==> src/rtl/greedy_box_suppression_defines.svh <==
// Assertion macros for the greedy box suppression block.
`ifndef GREEDY_BOX_SUPPRESSION_DEFINES_SVH
`define GREEDY_BOX_SUPPRESSION_DEFINES_SVH

`ifndef NO_ASSERTIONS
`define GBS_ASSERT_IMP(label, ante, cons, msg) \
	label: assert property (@(posedge clk) disable iff (!arst_n) (ante) |-> (cons)) \
		else $error(msg);
`define GBS_ASSERT_NEXT(label, ante, cons, msg) \
	label: assert property (@(posedge clk) disable iff (!arst_n) (ante) |=> (cons)) \
		else $error(msg);
`else
`define GBS_ASSERT_IMP(label, ante, cons, msg)
`define GBS_ASSERT_NEXT(label, ante, cons, msg)
`endif

`endif

==> src/rtl/gbs_pkg.sv <==
`timescale 1ns / 1ps

package gbs_pkg;

	localparam int MAX_KEPT_DEF = 64;
	localparam int MAX_SET_DEF  = 1024;

	localparam logic [7:0] THR_RESET = 8'd102;

	typedef struct packed {
		logic [31:0]        area;
		logic [15:0]        h;
		logic [15:0]        w;
		logic signed [15:0] y;
		logic signed [15:0] x;
	} box_entry_t;

	typedef struct packed {
		logic busy;
		logic hit;
	} iou_status_t;

	typedef enum logic [2:0] {
		ST_IDLE,
		ST_AREA,
		ST_SCAN,
		ST_DRAIN,
		ST_DECIDE
	} gbs_state_t;

endpackage

==> src/rtl/gbs_iou.sv <==
`timescale 1ns / 1ps

module gbs_iou import gbs_pkg::*; (
	input  logic        clk,
	input  logic        arst_n,
	input  logic [7:0]  thr,
	input  box_entry_t  cand,
	input  logic        rd_en,
	input  box_entry_t  kept,
	output iou_status_t status
);

	// overlap of [a0, a0+al) and [b0, b0+bl), zero when disjoint
	function automatic logic [15:0] overlap(input logic signed [15:0] a0,
		input logic [15:0] al, input logic signed [15:0] b0, input logic [15:0] bl);
		logic signed [17:0] a1;
		logic signed [17:0] b1;
		logic signed [17:0] lo;
		logic signed [17:0] hi;
		logic signed [17:0] diff;
		a1 = 18'(a0) + signed'({2'b00, al});
		b1 = 18'(b0) + signed'({2'b00, bl});
		lo = (a0 > b0) ? 18'(a0) : 18'(b0);
		hi = (a1 < b1) ? a1 : b1;
		diff = hi - lo;
		return (hi > lo) ? diff[15:0] : 16'd0;
	endfunction

	logic        v_s1, v_s2, v_s3, v_s4, v_s5;
	logic [15:0] ox_s2, oy_s2;
	logic [31:0] karea_s2, karea_s3;
	logic [31:0] inter_s3, inter_s4, inter_s5;
	logic [32:0] uni_s4;
	logic [40:0] prod_s5;

	always_ff @(posedge clk or negedge arst_n) begin
		if (!arst_n) begin
			v_s1 <= 1'b0;
			v_s2 <= 1'b0;
			v_s3 <= 1'b0;
			v_s4 <= 1'b0;
			v_s5 <= 1'b0;
		end else begin
			v_s1 <= rd_en;
			v_s2 <= v_s1;
			v_s3 <= v_s2;
			v_s4 <= v_s3;
			v_s5 <= v_s4;
		end
	end

	always_ff @(posedge clk) begin
		ox_s2    <= overlap(cand.x, cand.w, kept.x, kept.w);
		oy_s2    <= overlap(cand.y, cand.h, kept.y, kept.h);
		karea_s2 <= kept.area;
		inter_s3 <= 32'(ox_s2) * 32'(oy_s2);
		karea_s3 <= karea_s2;
		uni_s4   <= {1'b0, cand.area} + {1'b0, karea_s3} - {1'b0, inter_s3};
		inter_s4 <= inter_s3;
		prod_s5  <= 41'(thr) * 41'(uni_s4);
		inter_s5 <= inter_s4;
	end

	assign status.hit  = v_s5 && ({1'b0, inter_s5, 8'd0} > prod_s5);
	assign status.busy = v_s1 | v_s2 | v_s3 | v_s4 | v_s5;

endmodule

==> config.mk <==
export PLATFORM = sky130hd
export DESIGN_NAME = gbs_iou
export DESIGN_NICKNAME = d
export VERILOG_FILES = /design/src/rtl/greedy_box_suppression_defines.svh /design/src/rtl/gbs_pkg.sv /design/src/rtl/gbs_iou.sv
export SDC_FILE = /design/constraint.sdc
export NUM_CORES = 2
export LEC_CHECK = 0
export CAP_MARGIN = 20
export CORE_MARGIN = 4
export CORE_UTILIZATION = 50
export CTS_CLUSTER_DIAMETER = 30
export DETAILED_ROUTE_END_ITERATION = 12
export DONT_BUFFER_PORTS = 1
export HOLD_SLACK_MARGIN = 0.12
export PLACE_DENSITY = 0.68
export REMOVE_ABC_BUFFERS = 1
export SYNTH_ARGS = -nofsm -noshare
export SYNTH_HDL_FRONTEND = slang
export SYNTH_SLANG_ARGS = --single-unit
==> constraint.sdc <==
create_clock -name clk -period 5.68 [get_ports clk]
set_input_delay 0.568 -clock clk [delete_from_list [all_inputs] [get_ports clk]]
set_output_delay 0.568 -clock clk [all_outputs]
set_load 0.05 [all_outputs]
==> impl_metrics.env <==
export IMPL_cts_tree="built"
export IMPL_drc_errors=0
export IMPL_min_period_ns=6.39
export IMPL_grt_ovfl_total=0
export IMPL_ys_warn_count=0
export IMPL_crit_path_start_kind="input port"
export IMPL_syn_inst=3468
export IMPL_cp_required_ns=6.16
export IMPL_final_layout_size_suffix_gt1_share_pct=17.0
export IMPL_setup_worst_path_start="cand[17]"
export IMPL_cp_max_fo=8
export IMPL_hold_path_startpoint="thr[0]"
export IMPL_final_hold_violation_count=0
export IMPL_coreArea_um2=62200
export IMPL_die_height_um=259
export IMPL_timing_rr_start="ox_s2[5]"
export IMPL_slew_violations=0
export IMPL_grt_pass1_wl_mm=124
export IMPL_grt_pass1_vias=25937
export IMPL_ys_flop_type="dfxtp_1"
export IMPL_critPathArrivalTime_ns=6.86
export IMPL_io_buffers=0
export IMPL_viasPerCell=5.10
export IMPL_path_clk_slew_ns=0.06
export IMPL_hold_ws_ns=0.244
export IMPL_start_util_pct=50.8
export IMPL_track_usage_pct=22.2
export IMPL_slew_headroom_pct=50.4
export IMPL_routed_wl_mm=73.6
export IMPL_root_buffer="clkbuf_16"
export IMPL_worst_slack_ns=-0.706
export IMPL_io_pins=205
export IMPL_drt_initial_drc_count=827
export IMPL_vias=24382
export IMPL_max_slew_worst_pin_slew_ns=0.738
export IMPL_multiInputGateArea_um2=24100
export IMPL_max_cap_violations=0
export IMPL_area_growth_synth_to_final_pct=21.5
export IMPL_firstDrtPassIters=5
export IMPL_regArea_um2=5480
export IMPL_die_x_um=259
export IMPL_stdcell_count=4783
export IMPL_fillerInstances=5278
export IMPL_hpwlAfterDp_mm=60.7
export IMPL_clock_latency_ns=0.59
export IMPL_nets=4923
export IMPL_avgSynthCellArea_um2=9.11
export IMPL_crit_type="input port to flip-flop"
export IMPL_fmax_mhz=157
export IMPL_slowest_delay_ns=0.56
export IMPL_gp_congestion=0.885
export IMPL_setup_tns_ns=-12.63
export IMPL_clock_path_buffers=3
export IMPL_antenna_found_initial=1
export IMPL_endpoint_kind="flip-flop"
export IMPL_critPathMostFrequentCell="a21oi_2"
export IMPL_period_share_pct=112
export IMPL_numCtsBuffers=49
export IMPL_synthesis_area_um2=31600
export IMPL_rows=91
export IMPL_violations="negative setup slack"
export IMPL_rsz0062_at_grt="yes"
export IMPL_hold_path_class="input port to flip-flop"
export IMPL_grt_max_degree=34
export IMPL_placedCellCount=4618
export IMPL_dieArea_um2=67300
export IMPL_outcome="finished with violations"
export IMPL_ys_async_sr_fraction_pct=1.85
export IMPL_fin_skew_ns=0.0315
export IMPL_synthDistinctLibCells=80
export IMPL_cp_slowest_cell="or4_4"
export IMPL_ys_ff_latch=271
export IMPL_yosysSeqAreaShare_pct=17.3
export IMPL_finalSetupViolCount=37
export IMPL_wl_per_cell_um=15.4
export IMPL_cts_sinks=271
export IMPL_cts_max_level=2
export IMPL_ant_nets=0
export IMPL_synth_edf_count=0
-- stage by stage --
step	cell area, um2	setup WS [ns]	util [%]
final	38400	-0.706	61.8
after global routing	38400	-1.08	61.8
after CTS	38100	-0.679	61.2
after detailed placement	35300	-1.97	56.8
after global placement	35300	-1.80	56.8
after floorplan	31300	-1.69	-
-- worst max-delay path, delay by kind of cell --
family                   cells  cell delay (ns)
multiplexers                 1             0.17
buffers and inverters        4             0.44
AND/OR/NAND/NOR              5             1.00
adder cells (fa/ha/maj)      4             1.13
AO/OA/AOI/OAI               19             3.45
XOR/XNOR                     1             0.10
-- cell type report --
cell class	instances	share of cell area [%]
multi-input cells	2480	62.7
flip-flops and latches	271	14.3
repair buffers	450	9.46
inverters	654	6.39
clock buffers	53	3.26
well taps	837	2.73
clock inverters	37	1.20
diodes	1	0.00652
-- logic make-up (layout without fill, tap and decap cells) --
group | count (synthesis) | count (layout) | share of synthesized area (%)
simple gates | 935 | 935 | 14.5
buf+inv | 717 | 1194 | 8.59
flops | 271 | 271 | 17.3
mux | 69 | 69 | 2.29
fa+ha+maj | 815 | 815 | 42.2
compound gates | 490 | 490 | 10.5
xor+xnor | 171 | 171 | 4.74
other cells | 0 | 1 | 0
-- synthesized netlist by cell type, types with 8 or more instances --
master,instances,area (um2)
and3_1,14,87.6
a21boi_0,8,60.1
o211ai_1,9,67.6
dfxtp_1,266,5330
mux2_2,14,158
nor3_1,40,200
o21a_1,36,270
nand2_1,373,1400
nor2_1,116,435
xor2_1,59,517
inv_1,654,2450
and2_1,223,1400
or3_1,9,56.3
a31oi_1,12,75.1
a21oi_1,136,681
o31ai_1,12,90.1
a211oi_1,15,113
fa_1,418,8370
nand2b_1,25,156
ha_1,396,4950
nor2b_1,28,175
o21bai_1,20,150
clkbuf_1,57,214
a21o_1,94,706
nand4_1,32,200
nand3_1,36,180
o21ai_0,75,375
mux2i_1,52,521
xnor2_1,112,981
-- registers in the layout, summed over array words and instances, names as in the netlist --
register  flops
v_s3          1
ox_s2        16
v_s5          1
v_s2          1
inter_s4     32
oy_s2        16
uni_s4       33
v_s4          1
inter_s5     32
v_s1          1
karea_s3     32
karea_s2     32
prod_s5      41
inter_s3     32
-- repair_timing --
item                                    in CTS  in global routing
gates resized for setup                    103                 81
pin swaps                                   73                 47
gates cloned                                 2                  0
hold endpoints to repair                    40                  0
endpoints found under the setup margin      46                 53
setup buffers                               30                 12
hold buffers                                36                  0
-- cell usage in the layout, fill, tap and decap left out, drive strengths merged, types with 13 or more instances in the layout --
cell	Yosys	layout
a211oi	15	15
a21o	94	94
a21oi	139	139
a31oi	13	13
and2	223	223
and3	14	14
buf	6	413
clkbuf	57	54
clkinv	0	18
dfxtp	266	266
dlygate4sd3	0	36
fa	418	418
ha	396	396
inv	654	666
mux2	17	17
mux2i	52	52
nand2	373	373
nand2b	25	25
nand3	36	36
nand4	32	32
nor2	116	116
nor2b	28	28
nor3	41	41
o21a	36	36
o21ai	79	79
o21bai	21	21
o31ai	13	13
xnor2	112	112
xor2	59	59
-- final timing paths --
check | endpoint | slack [ns] | depth (start not counted)
setup / recovery | oy_s2[3] | -0.71 | 34
hold / removal | prod_s5[1] | 0.24 | 2
setup reg to reg | inter_s3[31] | -0.22 | 21
hold reg to reg | karea_s3[22] | 0.31 | 0
max in group asynchronous | v_s3 | 5.21 | 1
min in group asynchronous | v_s1 | 0.28 | 1
-- layer usage --
layer / global-route usage (%) / share of wire, %
met5: 0 / 0
met4: 6.19 / 2.6
met3: 3.50 / 4.6
met2: 41.3 / 51
met1: 26.6 / 42
Power is left out: the tool's default activity adds up to more than one toggle a clock period on the data nets, which glitch-free logic cannot reach.
